==> src/rtl/assert_macros.svh <==
// assertion helpers shared by the rtl modules
// both expect clk and rst_n in scope
`ifndef ASSERT_MACROS_SVH
`define ASSERT_MACROS_SVH

// same-cycle implication, off while in reset
`define ASRT_IMP(label, ante, cons, msg) \
  label: assert property (@(posedge clk) disable iff (!rst_n) (ante) |-> (cons)) \
    else $error(msg);

// next-cycle implication, off while in reset
`define ASRT_NXT(label, ante, cons, msg) \
  label: assert property (@(posedge clk) disable iff (!rst_n) (ante) |=> (cons)) \
    else $error(msg);

`endif

==> src/rtl/asrb_pkg.sv <==
// ----------------------------------------------------------------------------
// asrb_pkg
// Shared types, codes and ring pointer helpers for the audio sample ring bridge.
// ----------------------------------------------------------------------------
`default_nettype none

package asrb_pkg;

  // ring geometry
  localparam int RING_DEPTH = 32768;
  localparam int RING_SPAN  = 2 * RING_DEPTH;
  localparam int PTR_W      = $clog2(RING_SPAN);
  localparam int ADDR_W     = $clog2(RING_DEPTH);

  localparam int SAMPLE_W = 16;
  localparam int OP_W     = 3;
  localparam int VOL_W    = 7;
  localparam int REG_IDX_W = 2;

  typedef logic [PTR_W-1:0]           ptr_t;
  typedef logic [ADDR_W-1:0]          addr_t;
  typedef logic signed [SAMPLE_W-1:0] sample_t;
  typedef logic [OP_W-1:0]            op_t;

  // opcodes
  localparam op_t OP_PUSH    = 3'd0;
  localparam op_t OP_TICK    = 3'd1;
  localparam op_t OP_CAPTURE = 3'd2;
  localparam op_t OP_PULL    = 3'd3;
  localparam op_t OP_CLR_PB  = 3'd4;
  localparam op_t OP_CLR_CAP = 3'd5;

  // register indexes
  localparam logic [REG_IDX_W-1:0] REG_VOLUME  = 2'd0;
  localparam logic [REG_IDX_W-1:0] REG_PLAY_EN = 2'd1;
  localparam logic [REG_IDX_W-1:0] REG_REC_EN  = 2'd2;
  localparam logic [REG_IDX_W-1:0] REG_MUTE    = 2'd3;

  // volume limits
  localparam logic [VOL_W-1:0] VOL_MIN   = 7'd10;
  localparam logic [VOL_W-1:0] VOL_MAX   = 7'd100;
  localparam logic [VOL_W-1:0] VOL_RESET = 7'd100;

  // divide by 100: ceil(2^32 / 100), exact for magnitudes below 2^30
  localparam int            PROD_W    = 24;
  localparam int            MAG_W     = 22;
  localparam int            DIV_SHIFT = 32;
  localparam int            RECIP_W   = 26;
  localparam int            DIVP_W    = DIV_SHIFT + SAMPLE_W;
  localparam logic [RECIP_W-1:0] RECIP_K = 26'd42949673;

  // controller to datapath commands
  typedef struct packed {
    logic load;
    logic mul;
    logic div;
    logic rd;
    logic fin;
  } cmd_t;

  // datapath to controller status
  typedef struct packed {
    logic slot_free;
  } status_t;

  // pointer step, wrapping at twice the depth
  function automatic ptr_t ptr_inc(input ptr_t p);
    ptr_t r;
    r = (p == PTR_W'(RING_SPAN - 1)) ? '0 : p + PTR_W'(1);
    return r;
  endfunction

  // entries held between two pointers
  function automatic ptr_t ptr_fill(input ptr_t wp, input ptr_t rp);
    ptr_t r;
    r = (wp >= rp) ? wp - rp : wp + PTR_W'(RING_SPAN) - rp;
    return r;
  endfunction

  // storage address of a pointer
  function automatic addr_t ptr_idx(input ptr_t p);
    ptr_t t;
    t = (p >= PTR_W'(RING_DEPTH)) ? p - PTR_W'(RING_DEPTH) : p;
    return t[ADDR_W-1:0];
  endfunction

endpackage

`default_nettype wire

==> src/rtl/asrb_ctrl.sv <==
// ----------------------------------------------------------------------------
// asrb_ctrl
// Sequencer: takes one transfer at a time and steps the datapath through
// scale, ring read and finish phases.
// ----------------------------------------------------------------------------
`default_nettype none
`include "assert_macros.svh"

module asrb_ctrl
  import asrb_pkg::*;
(
  input  wire logic    clk,
  input  wire logic    rst_n,
  input  wire logic    in_tvalid,
  input  wire op_t     in_op,
  output logic         in_tready,
  input  wire status_t st,
  output cmd_t         cmd
);

  localparam logic [2:0] S_IDLE = 3'd0;
  localparam logic [2:0] S_MUL  = 3'd1;
  localparam logic [2:0] S_DIV  = 3'd2;
  localparam logic [2:0] S_RD   = 3'd3;
  localparam logic [2:0] S_FIN  = 3'd4;

  logic [2:0] state_r;
  logic [2:0] state_nxt;
  logic       in_fire;

  assign in_tready = (state_r == S_IDLE);
  assign in_fire   = in_tvalid && in_tready;

  // commands
  always_comb begin
    cmd.load = in_fire;
    cmd.mul  = (state_r == S_MUL);
    cmd.div  = (state_r == S_DIV);
    cmd.rd   = (state_r == S_RD);
    cmd.fin  = (state_r == S_FIN) && st.slot_free;
  end

  // next state
  always_comb begin
    state_nxt = state_r;
    unique case (state_r)
      S_IDLE: begin
        if (in_fire) begin
          unique case (in_op)
            OP_PUSH:          state_nxt = S_MUL;
            OP_TICK, OP_PULL: state_nxt = S_RD;
            default:          state_nxt = S_FIN;
          endcase
        end
      end
      S_MUL: state_nxt = S_DIV;
      S_DIV: state_nxt = S_FIN;
      S_RD:  state_nxt = S_FIN;
      S_FIN: begin
        if (st.slot_free) begin
          state_nxt = S_IDLE;
        end
      end
      default: state_nxt = S_IDLE;
    endcase
  end

  always_ff @(posedge clk) begin
    if (!rst_n) begin
      state_r <= S_IDLE;
    end else begin
      state_r <= state_nxt;
    end
  end

  `ASRT_NXT(a_accept_leaves_idle, in_fire, state_r != S_IDLE, "accepted item did not start")
  `ASRT_NXT(a_fin_returns_idle, cmd.fin, state_r == S_IDLE, "finish did not return to idle")
  `ASRT_IMP(a_fin_needs_slot, state_r == S_FIN && !st.slot_free, !cmd.fin,
            "finish issued while result slot busy")

endmodule

`default_nettype wire

==> config.mk <==
export PLATFORM = sky130hd
export DESIGN_NAME = asrb_ctrl
export DESIGN_NICKNAME = d
export VERILOG_FILES = /design/src/rtl/asrb_pkg.sv /design/src/rtl/asrb_ctrl.sv
export VERILOG_INCLUDE_DIRS = /design/src /design/src/rtl
export SDC_FILE = /design/constraint.sdc
export NUM_CORES = 1
export LEC_CHECK = 0
export BUFFER_PORTS_ARGS = -buffer_cell sky130_fd_sc_hd__clkbuf_2
export CORE_AREA = 2 2 39 41
export DETAILED_ROUTE_END_ITERATION = 10
export DIE_AREA = 0 0 41 43
export GPL_TIMING_DRIVEN = 0
export SKIP_CTS_REPAIR_TIMING = 1
export SLEW_MARGIN = 15
export SYNTH_ARGS = -nofsm -noshare
export SYNTH_HDL_FRONTEND = slang
export SYNTH_SLANG_ARGS = --single-unit
export TNS_END_PERCENT = 10
==> constraint.sdc <==
create_clock -name clk -period 2.9 [get_ports clk]
set_input_delay 0.87 -clock clk [delete_from_list [all_inputs] [get_ports clk]]
set_output_delay 0.87 -clock clk [all_outputs]
set_load 0.05 [all_outputs]
==> summary.txt, run 1 <==
Flow run
  • Max-cap check violation count: 0

Timing
  • Slew @ Worst Pin: 0.3545 ns
  • Slew Viols, Final: 0
  • Min Tclk post-route: 2.331 ns
  • RSZ-0062 raised after global routing: false
  • Part of the cycle the worst path needs: 80.39%
  • Rel. slew slack: around 76%
  • Max Clk Rate: 429.0 MHz
  • Setup TNS: 0 ns
  • Skew final: about 0.00067 ns
  • Final Setup Violations: 0
  • Final hold slack: about 0.57 ns
  • Hold Fails Final Rpt: 0

Critical path
  • Slowest CP cell: clkbuf_2
  • Data required, critical path: 2.03 ns
  • Crit path depth: 4
  • Critical path's most frequent cell: clkbuf_2
  • R2r setup slk: 1.71 ns
  • CP Max Fanout: 3
  • Buf/Inv on CP: 2
  • CP Launch Point: st
  • WP data arrival: approximately 1.5 ns
  • Critical path class: input pin to output pin
  • CP Launch Type: input pin
  • CP delay by family, top: buffers and inverters
  • CP cell instances: clkbuf_2 -> nand2_1 -> nor3_1 -> clkbuf_2
  • Reg2reg start: state_r[2]
  • FF-to-FF path depth: 3
  • Crit path capture: cmd[0]
  • Worst reg2reg path endpoint: state_r[1]
  • CP max stage delay: roughly 0.30 ns
  • Worst setup EP type: output pin

Cells and area
  • Most common cell after layout, fill and taps aside: clkbuf_2
  • Antenna cells: 0
  • Layout area overhead: 55.63%
  • Fraction of layout cells with a size suffix above 1: 45.00%
  • Commonest non-fill, non-tap cells in the layout: clkbuf_2 (12), clkbuf_4 (3), dfxtp_1 (3)
  • Most flops, register: state_r
  • Total Nets Final: 48
  • Largest registers: state_r (3)
  • Largest register FFs: 3
  • Fin util: a little under a quarter

Floorplanning
  • # IOs: 13
  • Chip height: 43 um
  • Initial Util: 14.47%
  • Total die area: 1763 um^2
  • Die Wd: 41 um
  • # rows: 14
  • Core area: ~1400 um^2

Yosys
  • Number of distinct library cells after synthesis: 18
  • Top cell type's share of synthesized area: 30.00%
  • Ranking of synthesized cells by area: dfxtp_1 (30%), nor3_1 (7.5%), and3_1 (6.3%), and4bb_2 (6.3%), mux2_1 (5.6%)
  • Post-synthesis sequential area ratio: 30.00%
  • Mean post-synth cell area: 8.341 um^2
  • Flops & latches, synth: 3
  • Yosys top cell by area: dfxtp_1
  • Mapped Nets: 31
  • Post-Syn Instances: 24
  • Post-Syn Area: 200.2 um^2
  • Syn. warnings: 0

Clock tree
  • CTS tree: built
  • Cts bufs inserted: 3
  • Clock latency on the worst-skew pair: 0.23 ns
  • Clk buf depth: 2
  • Clk sinks: 3
  • Clk slew on worst S/H paths: around 0.040 ns
  • CTS H-tree lvls: 1
  • Clk root buf: clkbuf_4

Detailed routing
  • DRC Markers: 0
  • Via Count: 224
  • Post-DRT Antenna Nets: 0
  • DRT iter0 DRCs: 4
  • Number of vias per cell: 4.000
  • Drt pass-1 iters: 3
  • Routed len/inst: 8.482 um
  • Drt total wl: 475 um

Placement
  • Port Buffers: 12
  • HPWL after DPL: around 380 um
  • GP Congestion: slightly above 0.6

GRT
  • Pin count of the biggest net entering global routing: 10
  • Initial antenna violation count: 0
  • Number of global-route vias before repair: 200
  • Grt total ovfl: 0
  • First-pass GRT wire length: 683 um
  • Total Routing Usage GR: ~6.3%

Power and ir drop
  • Maximum VDD drop: approximately 0.00012 V
  • Leakage power total: 0.1432 nW
  • Pwr Total: between 0.15 and 0.2 mW
  • PwrDens: 538.9 nW/um^2

Hold path
  • Hold path startpoint: state_r[2]
  • Min-delay worst type: flip-flop to flip-flop

Run status
  • Status: completed
## area by class of cell
class	instances	area (um^2)
clock buffers	4	26.28
inverters	2	7.507
multi-input cells	17	126.4
well taps	16	20.02
repair buffers	12	60.06
fillers	168	1072
flip-flops and latches	3	60.06
plain buffers	2	11.26
## power by group
part	switching [mW]	internal, mW
sequential	0.00330	0.0441
combinational	0.0321	0.0164
clock	0.0205	0.0515
## metal layers
metal / routed length, um / share of wire, % / global-route usage, %
met4: 6 / 1.3 / 8.000
met1: 207 / 44 / 5.414
met2: 225 / 47 / 8.750
met5: 0 / 0 / 0
met3: 36 / 7.6 / 3.141
## kinds of logic (layout without fill, tap and decap cells)
| logic type | count (synthesis) | count (layout) | synth area share (%) |
|---|---|---|---|
| AOI/OAI and AO/OA | 5 | 5 | 19.38 |
| buffers and inverters | 4 | 20 | 9.376 |
| muxes | 1 | 1 | 5.625 |
| and+or+nand+nor | 11 | 11 | 35.63 |
| DFF | 3 | 3 | 30.00 |
## Yosys cell counts
library cell,n
dfxtp_1,3
nor3_1,3
and3_1,2
inv_1,2
a2111oi_1,1
a21boi_0,1
a21oi_1,1
and2_1,1
and4bb_2,1
buf_4,1
clkbuf_1,1
mux2_1,1
nand2_1,1
nand2b_1,1
nor2b_1,1
nor4b_1,1
o2111ai_1,1
o31ai_1,1
## per-stage QoR
step                instances  instance area [um^2]  worst slack [ns]
finish                     56                 311.5            0.5688
global route               56                 311.5            0.5033
CTS                        56                 311.5            0.5695
detailed placement         52                 285.3            0.5695
global placement           52                 285.3            0.5603
floorplan                  24                 205.2           0.06828
## worst min-delay path by stage
| stage | endpoint | slack (ns) | cells after the start |
|---|---|---|---|
| floorplan | state_r[1] | 0.52 | 1 |
| global placement | state_r[1] | 0.58 | 1 |
| detailed placement | state_r[1] | 0.57 | 1 |
| CTS | state_r[1] | 0.58 | 1 |
| global route | state_r[1] | 0.61 | 1 |
| finish | state_r[1] | 0.57 | 1 |
(Power assumes the default switching activity.)
==> inputs of run 2 (changes only) <==
clock period = 2.05 ns   (was 2.9 ns; I/O delays follow)
==> summary.txt, run 2 (synthesis results as in run 1) <==
Placement
  • Placement Setup Slack: 0.2279 ns (-0.3416 ns)
  • Dpl cells: 52 (unchanged)
  • GP Congestion: 0.6498 (+4.8%)
  • Port Buffers: 12 (unchanged)

Power and ir drop
  • Pint: 0.1583 mW (+41%)
  • Pwr Total: 0.2386 mW (+42%)
  • Combinational share of power: 27.8% (-1.1 points)
  • PwrDens: 762.9 nW/um^2 (+42%)
  • Switching power: 0.08029 mW (+44%)
  • Leakage power total: 0.1462 nW (+2.1%)
  • Sw Share: 33.65% (+0.33 points)
  • Clock Power Share: 43.1% (+0.2 points)
  • Seq pwr share: 29.2% (+1.0 points)
  • Maximum VDD drop: 0.0002155 V (+86%)

Detailed routing
  • Drt pass-1 iters: 2 (-1)
  • Number of vias per cell: 4.073 (+1.8%)
  • Drt total wl: 483 um (+1.7%)
  • DRC Markers: 0 (unchanged)
  • Post-DRT Antenna Nets: 0 (unchanged)
  • Via Count: 224 (unchanged)
  • Routed len/inst: 8.782 um (+3.5%)
  • DRT iter0 DRCs: 3 (-1)

Critical path
  • Slowest CP cell: dfxtp_1
  • CP delay by family, top: flip-flops
  • Worst setup EP type: output pin
  • CP max stage delay: 0.38 ns (+0.08 ns)
  • Buf/Inv on CP: 2 (unchanged)
  • CP cell instances: nor3_2 -> and2_1 -> buf_4 -> buf_2
  • Critical path class: flip-flop to output pin
  • WP data arrival: 1.31 ns (-0.15 ns)
  • CP Launch Type: flip-flop
  • R2r setup slk: 0.84 ns (-0.87 ns)
  • Data required, critical path: 1.43 ns (-0.60 ns)
  • CP Max Fanout: 9 (+6)

Floorplanning
  • Core area: 1384 um^2 (unchanged)
  • # IOs: 13 (unchanged)
  • Chip height: 43 um (unchanged)
  • # rows: 14 (unchanged)
  • Die Wd: 41 um (unchanged)
  • Total die area: 1763 um^2 (unchanged)
  • Initial Util: 14.47% (unchanged)

Flow run
  • Max-cap check violation count: 0 (unchanged)

Clock tree
  • Clk root buf: clkbuf_4
  • Cts bufs inserted: 3 (unchanged)
  • Clk sinks: 3 (unchanged)
  • Clk buf depth: 2 (unchanged)
  • CTS tree: built
  • CTS H-tree lvls: 1 (unchanged)
  • Clock latency on the worst-skew pair: 0.23 ns (about the same)
  • Clk slew on worst S/H paths: 0.04 ns (about the same)

Cells and area
  • Fin util: 22.60% (+0.090 points)
  • Commonest non-fill, non-tap cells in the layout: clkbuf_2 (11), clkbuf_4 (3), dfxtp_1 (3)
  • Layout area overhead: 56.25%
  • Most common cell after layout, fill and taps aside: clkbuf_2
  • FF/Latch Area: 60.06 um^2 (unchanged)
  • Most flops, register: state_r
  • Number of fill cells: 164 (-2.4%)
  • Fin cells: 55 (-1.8%)
  • Largest register FFs: 3 (unchanged)
  • Total Nets Final: 47 (-2.1%)
  • Multi-input gate area: 131.4 um^2 (+4.0%)
  • Largest registers: state_r (3)
  • Fraction of layout cells with a size suffix above 1: 48.72% (+3.7 points)
  • Antenna cells: 0 (unchanged)

Timing
  • Rel. slew slack: 78.04% (+1.7 points)
  • Part of the cycle the worst path needs: 93.87%
  • Setup TNS: 0 ns (unchanged)
  • Max Clk Rate: 519.6 MHz
  • RSZ-0062 raised after global routing: false
  • Min Tclk post-route: 1.924 ns
  • Slew @ Worst Pin: 0.3286 ns (-0.02591 ns)
  • Fin worst setup slack: 0.1256 ns (-0.4432 ns)
  • Skew final: 0.002697 ns (+0.002023 ns)
  • Slew Viols, Final: 0 (unchanged)
  • Hold Fails Final Rpt: 0 (unchanged)
  • Final Setup Violations: 0 (unchanged)

GRT
  • First-pass GRT wire length: 731 um (+7.0%)
  • Grt total ovfl: 0 (unchanged)
  • Pin count of the biggest net entering global routing: 10 (unchanged)
  • Initial antenna violation count: 0 (unchanged)
  • Total Routing Usage GR: 6.620% (+0.31 points)
  • Number of global-route vias before repair: 222 (+11%)

Run status
  • Status: completed

Hold path
  • Min-delay worst type: flip-flop to flip-flop
[run 2: cell types whose count changed in the layout (fill, tap and decap cells not counted), sizes merged]
cell    previous run  this run
buf                1         2
clkbuf            17        15
[run 2: cell type report]
cell class | count | share of cell area [%]
buffer | 1 | 2.400
sequential | 3 | 19.20
timing repair buffer | 12 | 19.20
tap | 16 | 6.400
clock buffer | 4 | 8.400
multi-input combinational | 17 | 42.00
inverter | 2 | 2.400
[run 2: through the flow]
| stage | instance area [um^2] | hold slack (ns) |
|---|---|---|
| 2_1_floorplan | 210.2 | 0.5246 |
| 3_3_place_gp | 290.3 | 0.5839 |
| 3_5_place_dp | 290.3 | 0.5969 |
| 4_1_cts | 316.6 | 0.6045 |
| 5_1_grt | 312.8 | 0.6468 |
| 6_report | 312.8 | 0.5915 |
[run 2: path summary, 6_finish.rpt]
check / start / endpoint / cells after the start
worst min register to register: state_r[2] / state_r[1] / 1
worst max register to register: state_r[2] / state_r[1] / 3
worst min-delay path: state_r[2] / state_r[1] / 1
worst max-delay path: state_r[1] / cmd[4] / 4
[run 2: layer usage]
metal | vias to the layer above | part of all wire (%) | GRT usage [%]
li1 | 119 | - | -
met1 | 99 | 43 | 5.128
met2 | 6 | 50 | 10.00
met3 | 0 | 6.2 | 4.712
met4 | 0 | 0 | 6.000
met5 | - | 0 | 0
[run 2: power by group through the flow]
| stage | Clock [mW] | Sequential (mW) | Combinational [mW] |
|---|---|---|---|
| after floorplan | 0 | 0.0672 | 0.0527 |
| after global placement | 0 | 0.0683 | 0.0695 |
| after detailed placement | 0 | 0.0685 | 0.0698 |
| after CTS | 0.110 | 0.0675 | 0.0700 |
| after global routing | 0.117 | 0.0712 | 0.0711 |
| final | 0.103 | 0.0696 | 0.0662 |
[run 2: worst register-to-register path, stage by stage, from the launching register on]
cell and delay, ns:
dfxtp_1 0.44, mux2_1 0.35, o31ai_1 0.20, a2111oi_1 0.09
==> inputs of run 3 (changes only) <==
clock period = 1.66 ns   (was 2.05 ns; I/O delays follow)
==> summary.txt, run 3 (synthesis results as in run 1) <==
Run status
  • Status: completed

Detailed routing
  • DRC Markers: 0 (unchanged)
  • Drt pass-1 iters: 4 (+2)
  • Via Count: 243 (+8.5%)
  • Routed len/inst: 9.897 um (+13%)
  • DRT iter0 DRCs: 1 (-2)
  • Number of vias per cell: 4.190 (+2.9%)
  • Drt total wl: 574 um (+19%)
  • Post-DRT Antenna Nets: 0 (unchanged)

Critical path
  • Worst setup EP type: output pin
  • Data required, critical path: 1.16 ns (-0.27 ns)
  • WP data arrival: 1.10 ns (-0.21 ns)
  • Critical path class: flip-flop to output pin
  • CP Launch Type: flip-flop
  • CP Max Fanout: 5 (-4)

Clock tree
  • Clk buf depth: 2 (unchanged)
  • CTS H-tree lvls: 1 (unchanged)
  • Clock latency on the worst-skew pair: 0.23 ns (about the same)
  • Clk root buf: clkbuf_4
  • Clk slew on worst S/H paths: 0.04 ns (about the same)
  • Cts bufs inserted: 3 (unchanged)
  • CTS tree: built
  • Clk sinks: 3 (unchanged)

Cells and area
  • Largest register FFs: 3 (unchanged)
  • Commonest non-fill, non-tap cells in the layout: clkbuf_2 (7), clkbuf_4 (4)
  • Antenna cells: 0 (unchanged)
  • Fin cells: 58 (+5.5%)
  • Fin util: 29.02% (+6.4 points)
  • Fraction of layout cells with a size suffix above 1: 64.29% (+16 points)
  • Most common cell after layout, fill and taps aside: clkbuf_2
  • Largest registers: state_r (3)
  • Layout area overhead: 100.6%
  • Total Nets Final: 50 (+6.4%)
  • Most flops, register: state_r
  • Fin area: 401.6 um^2 (+28%)

Floorplanning
  • Core area: 1384 um^2 (unchanged)
  • # rows: 14 (unchanged)
  • # IOs: 13 (unchanged)
  • Total die area: 1763 um^2 (unchanged)
  • Chip height: 43 um (unchanged)
  • Die Wd: 41 um (unchanged)
  • Initial Util: 14.47% (unchanged)

Placement
  • Placement Setup Slack: 0.02939 ns (-0.1985 ns)
  • Port Buffers: 12 (unchanged)
  • Dpl cells: 52 (unchanged)
  • Placed instance area: 321.6 um^2 (+11%)
  • GP Congestion: 0.6956 (+7.0%)

GRT
  • Pin count of the biggest net entering global routing: 10 (unchanged)
  • First-pass GRT wire length: 821 um (+12%)
  • Grt total ovfl: 0 (unchanged)
  • Total Routing Usage GR: 7.222% (+0.60 points)
  • Number of global-route vias before repair: 226 (+1.8%)
  • Initial antenna violation count: 0 (unchanged)

Timing
  • Skew final: 0.001423 ns (-0.001274 ns)
  • Max Clk Rate: approximately 630 MHz
  • Part of the cycle the worst path needs: 96.34%
  • Slew @ Worst Pin: 0.2945 ns (-0.03411 ns)
  • Rel. slew slack: 80.32% (+2.3 points)
  • Hold Fails Final Rpt: 0 (unchanged)
  • Slew Viols, Final: 0 (unchanged)
  • Fin worst setup slack: 0.06073 ns (-0.06485 ns)
  • Final Setup Violations: 0 (unchanged)
  • Min Tclk post-route: 1.599 ns

Power and ir drop
  • Leakage power total: 0.1830 nW (+25%)
  • PwrDens: 798.3 nW/um^2 (+4.6%)
  • Maximum VDD drop: 0.0002951 V (+37%)
  • Pwr Total: 0.3206 mW (+34%)

Flow run
  • Max-cap check violation count: 0 (unchanged)

Hold path
  • Min-delay worst type: input pin to flip-flop
==> run 3: cell count changes in the layout (fill, tap and decap cells not counted), moves of 2 or more <==
cell | previous run | this run
buf_8 | 0 | 2
clkbuf_2 | 11 | 7
dfxtp_1 | 3 | 0
dfxtp_4 | 0 | 2
==> run 3: power by group <==
group | total, mW | internal (mW) | switching [mW]
registers | 0.0843 | 0.0766 | 0.00768
clock network | 0.126 | 0.0900 | 0.0357
logic | 0.111 | 0.0493 | 0.0614
==> run 3: area by class of cell <==
cell class | count | area (um^2)
multi-input combinational | 17 | 145.1
timing repair buffer | 15 | 118.9
fill | 162 | 982.2
clock buffer | 4 | 26.28
buffer | 1 | 15.01
tap | 16 | 20.02
sequential | 3 | 68.82
inverter | 2 | 7.507
==> run 3: path summary, 6_finish.rpt <==
path | startpoint | to | slack, ns | cells after the start
setup / recovery | state_r[2] | cmd[1] | 0.06 | 3
hold / removal | rst_n | state_r[1] | 0.52 | 3
setup reg to reg | state_r[2] | state_r[1] | 0.45 | 4
hold reg to reg | state_r[2] | state_r[1] | 0.59 | 2
==> run 3: worst max-delay path: stages, from the launching register on <==
cell     delay (ns)
dfxtp_4        0.36
inv_1          0.11
and3_1         0.15
buf_2          0.25
==> run 3: through the flow <==
stage / TNS (ns) / hold slack (ns)
floorplan: -0.2300 / 0.5464
global placement: 0 / 0.5711
detailed placement: 0 / 0.5681
CTS: -0.7737 / 0.5279
global route: -0.006867 / 0.5516
finish: 0 / 0.5247
==> run 3: routing by layer <==
| metal | part of all wire, % | wire, um | vias to the layer above | global-route usage, % |
|---|---|---|---|---|
| met3 | 6.4 | 37 | 0 | 1.571 |
| met4 | 0 | 0 | 0 | 8.000 |
| li1 | - | - | 125 | - |
| met2 | 59 | 337 | 5 | 10.94 |
| met5 | 0 | 0 | - | 0 |
| met1 | 35 | 199 | 113 | 7.051 |
